### src/design/fsp_pkg.sv
`timescale 1ns / 1ps
// ----------------------------------------------------------------------------
// fsp_pkg: shared types and constants of the format specification parser
// Phase codes, flag bit positions, character codes and the conversion
// character lookup used by the parse step and the top level.
// ----------------------------------------------------------------------------
package fsp_pkg;

    // Default width of the width and precision counters.
    localparam int COUNT_BITS_DEF = 16;

    localparam int FLAG_BITS = 6;
    localparam int FIELD_BITS = 16;
    localparam int TYPE_BITS = 4;

    // Flag bit positions.
    localparam int F_MINUS = 0;
    localparam int F_ZERO  = 1;
    localparam int F_SPACE = 2;
    localparam int F_HASH  = 3;
    localparam int F_PLUS  = 4;
    localparam int F_DOT   = 5;

    // Character codes.
    localparam logic [7:0] CH_MINUS   = 8'h2D;
    localparam logic [7:0] CH_ZERO    = 8'h30;
    localparam logic [7:0] CH_NINE    = 8'h39;
    localparam logic [7:0] CH_SPACE   = 8'h20;
    localparam logic [7:0] CH_HASH    = 8'h23;
    localparam logic [7:0] CH_PLUS    = 8'h2B;
    localparam logic [7:0] CH_STAR    = 8'h2A;
    localparam logic [7:0] CH_DOT     = 8'h2E;
    localparam logic [7:0] CH_C       = 8'h63;
    localparam logic [7:0] CH_S       = 8'h73;
    localparam logic [7:0] CH_P       = 8'h70;
    localparam logic [7:0] CH_D       = 8'h64;
    localparam logic [7:0] CH_I       = 8'h69;
    localparam logic [7:0] CH_U       = 8'h75;
    localparam logic [7:0] CH_X_LOW   = 8'h78;
    localparam logic [7:0] CH_X_UP    = 8'h58;
    localparam logic [7:0] CH_PERCENT = 8'h25;

    // Conversion type indexes, in the order of "cspdiuxX%".
    localparam logic [TYPE_BITS-1:0] TY_C         = 4'd0;
    localparam logic [TYPE_BITS-1:0] TY_S         = 4'd1;
    localparam logic [TYPE_BITS-1:0] TY_P         = 4'd2;
    localparam logic [TYPE_BITS-1:0] TY_D         = 4'd3;
    localparam logic [TYPE_BITS-1:0] TY_I         = 4'd4;
    localparam logic [TYPE_BITS-1:0] TY_U         = 4'd5;
    localparam logic [TYPE_BITS-1:0] TY_X_LOW     = 4'd6;
    localparam logic [TYPE_BITS-1:0] TY_X_UP      = 4'd7;
    localparam logic [TYPE_BITS-1:0] TY_PERCENT   = 4'd8;
    localparam logic [TYPE_BITS-1:0] TY_NOT_FOUND = 4'd9;

    typedef enum logic [2:0] {
        PH_FLAGS  = 3'd0,
        PH_WDIG   = 3'd1,
        PH_DOT    = 3'd2,
        PH_PSTART = 3'd3,
        PH_PDIG   = 3'd4,
        PH_TYPE   = 3'd5
    } t_phase;

    typedef logic [FLAG_BITS-1:0] t_flags;

    // One finished specification.
    typedef struct packed {
        logic [TYPE_BITS-1:0]  type_index;
        logic [FIELD_BITS-1:0] precision_value;
        logic [FIELD_BITS-1:0] field_width;
        t_flags                flag_bits;
    } t_spec_result;

    function automatic logic [TYPE_BITS-1:0] conv_index(input logic [7:0] c);
        logic [TYPE_BITS-1:0] t;
        case (c)
            CH_C:       t = TY_C;
            CH_S:       t = TY_S;
            CH_P:       t = TY_P;
            CH_D:       t = TY_D;
            CH_I:       t = TY_I;
            CH_U:       t = TY_U;
            CH_X_LOW:   t = TY_X_LOW;
            CH_X_UP:    t = TY_X_UP;
            CH_PERCENT: t = TY_PERCENT;
            default:    t = TY_NOT_FOUND;
        endcase
        return t;
    endfunction

endpackage

### src/design/fsp_step.sv
`timescale 1ns / 1ps
// ----------------------------------------------------------------------------
// fsp_step: one character of the parse
// Combinational update of the parse state for one character, plus the
// finished specification when the character ends it.
// ----------------------------------------------------------------------------
module fsp_step #(
    parameter int COUNT_BITS = fsp_pkg::COUNT_BITS_DEF
) (
    input  logic                       i_start,
    input  logic [7:0]                 i_char,
    input  logic [31:0]                i_star,
    input  fsp_pkg::t_phase            i_phase,
    input  fsp_pkg::t_flags            i_flags,
    input  logic [COUNT_BITS-1:0]      i_width,
    input  logic [COUNT_BITS-1:0]      i_prec,
    output fsp_pkg::t_phase            o_phase,
    output fsp_pkg::t_flags            o_flags,
    output logic [COUNT_BITS-1:0]      o_width,
    output logic [COUNT_BITS-1:0]      o_prec,
    output logic                       o_done,
    output fsp_pkg::t_spec_result      o_result
);

    localparam int AW = COUNT_BITS + 4;
    localparam logic [COUNT_BITS-1:0] CNT_MAX = '1;

    fsp_pkg::t_phase       ph;
    fsp_pkg::t_flags       fl;
    fsp_pkg::t_flags       fl_out;
    logic [COUNT_BITS-1:0] wd;
    logic [COUNT_BITS-1:0] pr;
    logic                  hit;
    logic                  neg;
    logic                  is_dig;
    logic [3:0]            dig;
    logic [31:0]           mag;
    logic [COUNT_BITS-1:0] mag_sat;
    logic [31:0]           wd_ext;
    logic [31:0]           pr_ext;

    // acc * 10 + d, saturated at the counter maximum.
    function automatic logic [COUNT_BITS-1:0] acc_digit(
        input logic [COUNT_BITS-1:0] acc,
        input logic [3:0]            d
    );
        logic [AW-1:0] t;
        t = (AW'(acc) << 3) + (AW'(acc) << 1) + AW'(d);
        return (t[AW-1:COUNT_BITS] != '0) ? CNT_MAX : t[COUNT_BITS-1:0];
    endfunction

    always_comb begin
        neg     = i_star[31];
        mag     = neg ? (~i_star + 32'd1) : i_star;
        mag_sat = (mag[31:COUNT_BITS] != '0) ? CNT_MAX : mag[COUNT_BITS-1:0];
        is_dig  = (i_char >= fsp_pkg::CH_ZERO) && (i_char <= fsp_pkg::CH_NINE);
        dig     = 4'(i_char - fsp_pkg::CH_ZERO);

        ph  = i_start ? fsp_pkg::PH_FLAGS : i_phase;
        fl  = i_start ? '0 : i_flags;
        wd  = i_start ? '0 : i_width;
        pr  = i_start ? '0 : i_prec;
        hit = 1'b0;

        if (ph == fsp_pkg::PH_FLAGS) begin
            hit = 1'b1;
            case (i_char)
                fsp_pkg::CH_MINUS: fl[fsp_pkg::F_MINUS] = 1'b1;
                fsp_pkg::CH_ZERO:  fl[fsp_pkg::F_ZERO]  = 1'b1;
                fsp_pkg::CH_SPACE: fl[fsp_pkg::F_SPACE] = 1'b1;
                fsp_pkg::CH_HASH:  fl[fsp_pkg::F_HASH]  = 1'b1;
                fsp_pkg::CH_PLUS:  fl[fsp_pkg::F_PLUS]  = 1'b1;
                fsp_pkg::CH_STAR: begin
                    wd = mag_sat;
                    if (neg) begin
                        fl[fsp_pkg::F_MINUS] = 1'b1;
                    end
                    ph = fsp_pkg::PH_DOT;
                end
                default: begin
                    hit = 1'b0;
                    ph  = fsp_pkg::PH_WDIG;
                end
            endcase
        end

        if (!hit && ph == fsp_pkg::PH_WDIG) begin
            if (is_dig) begin
                wd  = acc_digit(wd, dig);
                hit = 1'b1;
            end else begin
                ph = fsp_pkg::PH_DOT;
            end
        end

        // A non-dot character here ends the specification; the phase stays
        // at dot, so none of the later checks match.
        if (!hit && ph == fsp_pkg::PH_DOT && i_char == fsp_pkg::CH_DOT) begin
            fl[fsp_pkg::F_DOT] = 1'b1;
            ph  = fsp_pkg::PH_PSTART;
            hit = 1'b1;
        end

        if (!hit && ph == fsp_pkg::PH_PSTART) begin
            if (i_char == fsp_pkg::CH_STAR) begin
                if (neg) begin
                    pr = '0;
                    fl[fsp_pkg::F_DOT] = 1'b0;
                end else begin
                    pr = mag_sat;
                end
                ph  = fsp_pkg::PH_TYPE;
                hit = 1'b1;
            end else begin
                ph = fsp_pkg::PH_PDIG;
            end
        end

        if (!hit && ph == fsp_pkg::PH_PDIG && is_dig) begin
            pr  = acc_digit(pr, dig);
            hit = 1'b1;
        end

        fl_out = fl;
        if (fl[fsp_pkg::F_MINUS]) begin
            fl_out[fsp_pkg::F_ZERO] = 1'b0;
        end
        wd_ext = 32'(wd);
        pr_ext = 32'(pr);

        o_done                   = !hit;
        o_result.flag_bits       = fl_out;
        o_result.field_width     = wd_ext[fsp_pkg::FIELD_BITS-1:0];
        o_result.precision_value = pr_ext[fsp_pkg::FIELD_BITS-1:0];
        o_result.type_index      = fsp_pkg::conv_index(i_char);

        // A finished specification returns everything to its reset values.
        o_phase = hit ? ph : fsp_pkg::PH_FLAGS;
        o_flags = hit ? fl : '0;
        o_width = hit ? wd : '0;
        o_prec  = hit ? pr : '0;
    end

endmodule

### src/design/format_spec_parser_top.sv
`timescale 1ns / 1ps
// The word carrying the conversion character is captured in the input register; the step
// logic then ends the specification and the result is written into the result register.
// Throughput: one format character per cycle; the parse state feeds back through a single
// step of logic. Words only wait when a result is held and the next character also ends one.
// Reset (i_rst_n low, synchronous) empties both register stages and returns
// the parser to the flags phase with no flags, width or precision.
// ----------------------------------------------------------------------------
// format_spec_parser_top: streaming printf conversion specification parser
// Accepts the characters following a percent sign, one per word, and emits
// one word of flags, width, precision and conversion type per specification.
// ----------------------------------------------------------------------------
module format_spec_parser_top #(
    parameter int COUNT_BITS = fsp_pkg::COUNT_BITS_DEF
) (
    input  logic        i_clk,
    input  logic        i_rst_n,
    input  logic        s_axis_tvalid,
    output logic        s_axis_tready,
    // [7:0] char_code, [39:8] star_value (signed)
    input  logic [39:0] s_axis_tdata,
    // [0] start_req
    input  logic [0:0]  s_axis_tuser,
    output logic        m_axis_tvalid,
    input  logic        m_axis_tready,
    // [5:0] flag_bits, [21:6] field_width, [37:22] precision_value,
    // [41:38] type_index, [47:42] zero
    output logic [47:0] m_axis_tdata
);

    // Input register: holds the character being worked on this cycle.
    logic        r_in_valid;
    logic        r_in_start;
    logic [7:0]  r_in_char;
    logic [31:0] r_in_star;

    // Parse state carried from one character to the next.
    fsp_pkg::t_phase       r_phase;
    fsp_pkg::t_flags       r_flags;
    logic [COUNT_BITS-1:0] r_width;
    logic [COUNT_BITS-1:0] r_prec;

    // Result register toward the master side.
    logic                  r_out_valid;
    fsp_pkg::t_spec_result r_out;

    fsp_pkg::t_phase       n_phase;
    fsp_pkg::t_flags       n_flags;
    logic [COUNT_BITS-1:0] n_width;
    logic [COUNT_BITS-1:0] n_prec;
    logic                  step_done;
    fsp_pkg::t_spec_result step_result;

    logic out_free;
    logic advance;

    fsp_step #(
        .COUNT_BITS(COUNT_BITS)
    ) u_step (
        .i_start  (r_in_start),
        .i_char   (r_in_char),
        .i_star   (r_in_star),
        .i_phase  (r_phase),
        .i_flags  (r_flags),
        .i_width  (r_width),
        .i_prec   (r_prec),
        .o_phase  (n_phase),
        .o_flags  (n_flags),
        .o_width  (n_width),
        .o_prec   (n_prec),
        .o_done   (step_done),
        .o_result (step_result)
    );

    // The held character moves on when it needs no result slot, or when the
    // result register is empty or being emptied this cycle.
    assign out_free      = !r_out_valid || m_axis_tready;
    assign advance       = r_in_valid && (!step_done || out_free);
    assign s_axis_tready = !r_in_valid || advance;

    always_ff @(posedge i_clk) begin
        if (!i_rst_n) begin
            r_in_valid <= 1'b0;
        end else if (s_axis_tready) begin
            r_in_valid <= s_axis_tvalid;
        end
    end

    always_ff @(posedge i_clk) begin
        if (s_axis_tvalid && s_axis_tready) begin
            r_in_start <= s_axis_tuser[0];
            r_in_char  <= s_axis_tdata[7:0];
            r_in_star  <= s_axis_tdata[39:8];
        end
    end

    always_ff @(posedge i_clk) begin
        if (!i_rst_n) begin
            r_phase <= fsp_pkg::PH_FLAGS;
            r_flags <= '0;
            r_width <= '0;
            r_prec  <= '0;
        end else if (advance) begin
            r_phase <= n_phase;
            r_flags <= n_flags;
            r_width <= n_width;
            r_prec  <= n_prec;
        end
    end

    always_ff @(posedge i_clk) begin
        if (!i_rst_n) begin
            r_out_valid <= 1'b0;
        end else if (advance && step_done) begin
            r_out_valid <= 1'b1;
        end else if (m_axis_tready) begin
            r_out_valid <= 1'b0;
        end
    end

    always_ff @(posedge i_clk) begin
        if (advance && step_done) begin
            r_out <= step_result;
        end
    end

    assign m_axis_tvalid = r_out_valid;
    assign m_axis_tdata  = {6'd0, r_out};

    // Reset leaves the parser in the flags phase with cleared counters.
    a_reset_state: assert property (@(posedge i_clk)
        !i_rst_n |=> (r_phase == fsp_pkg::PH_FLAGS && r_width == '0 && r_prec == '0))
        else $error("parse state not cleared by reset");

    // A finished specification clears the parse state behind it.
    a_done_clears: assert property (@(posedge i_clk) disable iff (!i_rst_n)
        (advance && step_done) |=> (r_phase == fsp_pkg::PH_FLAGS && r_flags == '0
                                    && r_width == '0 && r_prec == '0))
        else $error("parse state survived a finished specification");

    // A character that waits must not change the parse state.
    a_stall_holds: assert property (@(posedge i_clk) disable iff (!i_rst_n)
        (r_in_valid && !advance) |=> ($stable(r_phase) && $stable(r_width)
                                      && $stable(r_prec) && $stable(r_flags)))
        else $error("parse state moved while the character stalled");

    // Minus always overrides zero, and the type index stays in its range.
    a_result_legal: assert property (@(posedge i_clk) disable iff (!i_rst_n)
        r_out_valid |-> (!(r_out.flag_bits[fsp_pkg::F_MINUS]
                           && r_out.flag_bits[fsp_pkg::F_ZERO])
                         && r_out.type_index <= fsp_pkg::TY_NOT_FOUND))
        else $error("illegal result word");

    // A result that is not taken is never overwritten.
    a_no_overwrite: assert property (@(posedge i_clk) disable iff (!i_rst_n)
        (r_out_valid && !m_axis_tready) |-> !(advance && step_done))
        else $error("pending result overwritten");

endmodule
### config.mk
export PLATFORM = sky130hd
export DESIGN_NAME = format_spec_parser_top
export DESIGN_NICKNAME = d
export VERILOG_FILES = /design/src/design/fsp_pkg.sv /design/src/design/fsp_step.sv /design/src/design/format_spec_parser_top.sv
export SDC_FILE = /design/constraint.sdc
export NUM_CORES = 1
export LEC_CHECK = 0
export BUFFER_PORTS_ARGS = -buffer_cell sky130_fd_sc_hd__clkbuf_2
export CORE_ASPECT_RATIO = 0.75
export CORE_MARGIN = 2
export CORE_UTILIZATION = 55
export CTS_BUF_LIST = sky130_fd_sc_hd__clkbuf_8
export DETAILED_ROUTE_END_ITERATION = 6
export PLACE_DENSITY = 0.82
export SLEW_MARGIN = 20
export SYNTH_ARGS = -nofsm -noshare
export SYNTH_HDL_FRONTEND = slang
export SYNTH_SLANG_ARGS = --single-unit
### constraint.sdc
create_clock -name i_clk -period 9.3 [get_ports i_clk]
set_clock_uncertainty 0.1 [all_clocks]
set_input_delay 1.86 -clock i_clk [delete_from_list [all_inputs] [get_ports i_clk]]
set_output_delay 1.86 -clock i_clk [all_outputs]
set_load 0.01 [all_outputs]
==> impl_metrics.env <==
export IMPL_portBuffers=88
export IMPL_cts_inserted_buffers=17
export IMPL_grt_antenna_before_repair=0
export IMPL_holdCritStartpoint="r_prec[5]"
export IMPL_grt_ovfl_total=0
export IMPL_crit_path_end_kind="register"
export IMPL_rsz0062_at_grt="no"
export IMPL_syn_cell_area_mm2=0.00867
export IMPL_drt_total_wl_um=21700
export IMPL_fp_row_count=39
export IMPL_rrSetupSlack_ps=2380
export IMPL_hold_violations=0
export IMPL_dr_first_iter_drc_count=779
export IMPL_vias=7491
export IMPL_ios=95
export IMPL_clk_path_buf_depth=2
export IMPL_grt_pass1_vias=6881
export IMPL_layout_nets=1087
export IMPL_yosysTopAreaCellShare_pct=28.7
export IMPL_syn_area_per_cell_um2=9.56
export IMPL_tritoncts="done"
export IMPL_dieArea_mm2=0.0168
export IMPL_min_period_over_period_pct=74.4
export IMPL_cp_max_fo=28
export IMPL_worstSetupStartpointType="register"
export IMPL_drive_above_1_share_pct=18.5
export IMPL_yosysWarnings=0
export IMPL_place_area_mm2=0.00923
export IMPL_vias_per_cell=6.28
export IMPL_post_cts_setup_buffers=0
export IMPL_async_flop_share_pct=0
export IMPL_whs_endpoint="r_prec[5]"
export IMPL_yosysUniqueCellTypes=80
export IMPL_status="finished clean"
export IMPL_die_w_um=149
export IMPL_hold_ws_ps=360
export IMPL_leakage_nw=3.83
export IMPL_hold_buffers=0
export IMPL_drc_errors=0
export IMPL_hold_depth=2
export IMPL_ant_nets=0
export IMPL_clk_pin_slew_ps=70
export IMPL_postSynthCellCount=907
export IMPL_grt_max_degree=43
export IMPL_max_freq_mhz=145
export IMPL_first_pass_iters=5
export IMPL_design_area_mm2=0.00960
export IMPL_critPathArrivalTime_ps=7000
export IMPL_syn2layout_area_growth_pct=10.8
export IMPL_synthFlopType="edfxtp_1"
export IMPL_routabilityCongestion=0.952
export IMPL_grt_use_total_pct=26.0
export IMPL_power_density_mw_per_mm2=125
export IMPL_cts_root_buffer="clkbuf_8"
export IMPL_fin_util_pct=62.7
export IMPL_r2r_start="r_in_star[0]"
export IMPL_reg2reg_to="m_axis_tdata[16]"
export IMPL_start_util_pct=56.6
export IMPL_core_mm2=0.0153
export IMPL_insertion_delay_ps=460
export IMPL_wl_per_cell_um=18.2
export IMPL_chipHeight_um=113
export IMPL_htree_levels=4
export IMPL_synth_edf_count=83
export IMPL_holdCritPathClass="register to register"
export IMPL_cts_resized=0
export IMPL_yosys_register_bits=126
export IMPL_tightestPinTransition_ps=1090
export IMPL_required_ps=9380
export IMPL_slew_viol_final=0
export IMPL_place_hpwl_um=15800
export IMPL_path_class="register to register"
export IMPL_ff2ff_path_depth=21
export IMPL_clock_sinks=126
export IMPL_yosysTopAreaCell="edfxtp_1"
export IMPL_num_antenna_cells=0
export IMPL_irDropWorstVdd_v=0.000142
export IMPL_fin_setup_tns_ps=0
export IMPL_yosysSeqAreaShare_pct=38.7
export IMPL_synth_area_top_cells="edfxtp_1 (29%), dfxtp_1 (9.9%), ha_1 (9.1%)"
export IMPL_finalSetupViolCount=0
export IMPL_maxCapViolations=0
export IMPL_min_period_ps=6920
export IMPL_grt_pass1_wl_um=34700
export IMPL_slew_headroom_pct=27.4
worst max path at each step:
stage                  start               end  slack [ps]  cells past startpoint
3_5_place_dp    r_in_star[0]  m_axis_tdata[16]        2530                     21
3_3_place_gp   r_in_star[10]  m_axis_tdata[16]        2630                     19
2_1_floorplan   r_in_star[2]  m_axis_tdata[10]        3180                     21
6_report        r_in_star[0]  m_axis_tdata[16]        2380                     21
4_1_cts         r_in_star[0]  m_axis_tdata[16]        2500                     21
5_1_grt         r_in_star[0]  m_axis_tdata[16]        2090                     21
per-layer routing:
metal  part of all wire, %  GRT usage [%]
met1                    47           38.0
met2                    42           38.3
met3                   8.4           5.81
met4                   2.3           8.89
met5                     0              0
Yosys cell counts, types with 8 or more instances:
cell      number
a22o_1        11
o21ai_0       30
xnor2_1       20
a21oi_1       57
or4_1          8
nor3_2         9
nor2b_1       19
edfxtp_1      83
a22oi_1       11
or3_1         12
dfxtp_1       43
nand2_1       84
nor3_1        23
clkbuf_1      40
a21o_1        10
nor4_1        24
o31ai_1       38
a31oi_1        9
ha_1          63
nor2_1        82
nand3_1       18
inv_1         19
xor2_1        20
buf_4          8
a211oi_1       8
a41oi_1        8
kinds of logic (layout without fill, tap and decap cells):
family / after synthesis / count (layout) / share of synthesized area (%)
AND/OR/NAND/NOR: 343 / 343 / 21.3
AO/OA/AOI/OAI: 250 / 250 / 21.3
flip-flops: 126 / 126 / 38.7
buffers and inverters: 75 / 151 / 4.05
adder cells (fa/ha/maj): 67 / 67 / 10.0
XOR/XNOR: 40 / 40 / 4.04
multiplexers: 5 / 5 / 0.606
other: 1 / 6 / 0.0432
critical path, cell delays in order, from the launching register on:
cell	delay, ps
edfxtp_1	430
inv_1	100
ha_1	190
or4b_1	620
nor3_1	270
nand3_1	190
nor3_2	270
nor3_1	120
a2111oi_4	350
buf_4	380
a41oi_1	290
fa_1	580
fa_1	510
a211oi_1	290
nor2_1	110
o21a_1	220
o211ai_1	220
o21ai_0	210
mux2i_1	150
or3_1	390
nor4_1	500
nor2_1	130
power breakdown:
part           switching (mW)  leakage [nW]  internal, mW
clock                   0.220         0.197         0.239
combinational          0.0636          2.51        0.0368
sequential             0.0226          1.13         0.619
layout make-up:
class / instances / area (µm²)
flip-flops and latches: 126 / 3350
fillers: 1306 / 5720
well taps: 205 / 256
clock buffers: 18 / 248
inverters: 19 / 71.3
multi-input cells: 711 / 5020
clock inverters: 14 / 126
repair buffers: 100 / 531
sequential cells by signal (all words and copies together), names as in the netlist:
register and flops:
m_axis_tvalid 1, r_width 16, r_flags 6, r_prec 16, r_in_char 8, r_phase 3
r_in_start 1, m_axis_tdata 42, r_in_star 32, r_in_valid 1
cell usage in the layout (no fill, tap or decap), drive strengths merged, types with 9 or more instances in the layout:
master | Yosys | routed
a211oi | 9 | 9
a21o | 10 | 10
a21oi | 57 | 57
a221oi | 12 | 12
a22o | 11 | 11
a22oi | 11 | 11
a31oi | 11 | 11
a41oi | 10 | 10
buf | 16 | 12
clkbuf | 40 | 106
dfxtp | 43 | 43
edfxtp | 83 | 83
ha | 63 | 63
inv | 19 | 23
nand2 | 84 | 84
nand3 | 21 | 21
nor2 | 84 | 84
nor2b | 19 | 19
nor3 | 32 | 32
nor4 | 28 | 28
o21ai | 32 | 32
o31ai | 42 | 42
or3 | 12 | 12
or4 | 10 | 10
xnor2 | 20 | 20
xor2 | 20 | 20
through the flow:
step	setup WS, ps	power, mW	instances
floorplan	3180	0.716	912
global placement	2630	0.751	1161
detailed placement	2530	0.752	1161
CTS	2500	1.21	1193
global route	2090	1.24	1193
finish	2380	1.20	1193
No activity file was read; power rests on OpenSTA's default activity.
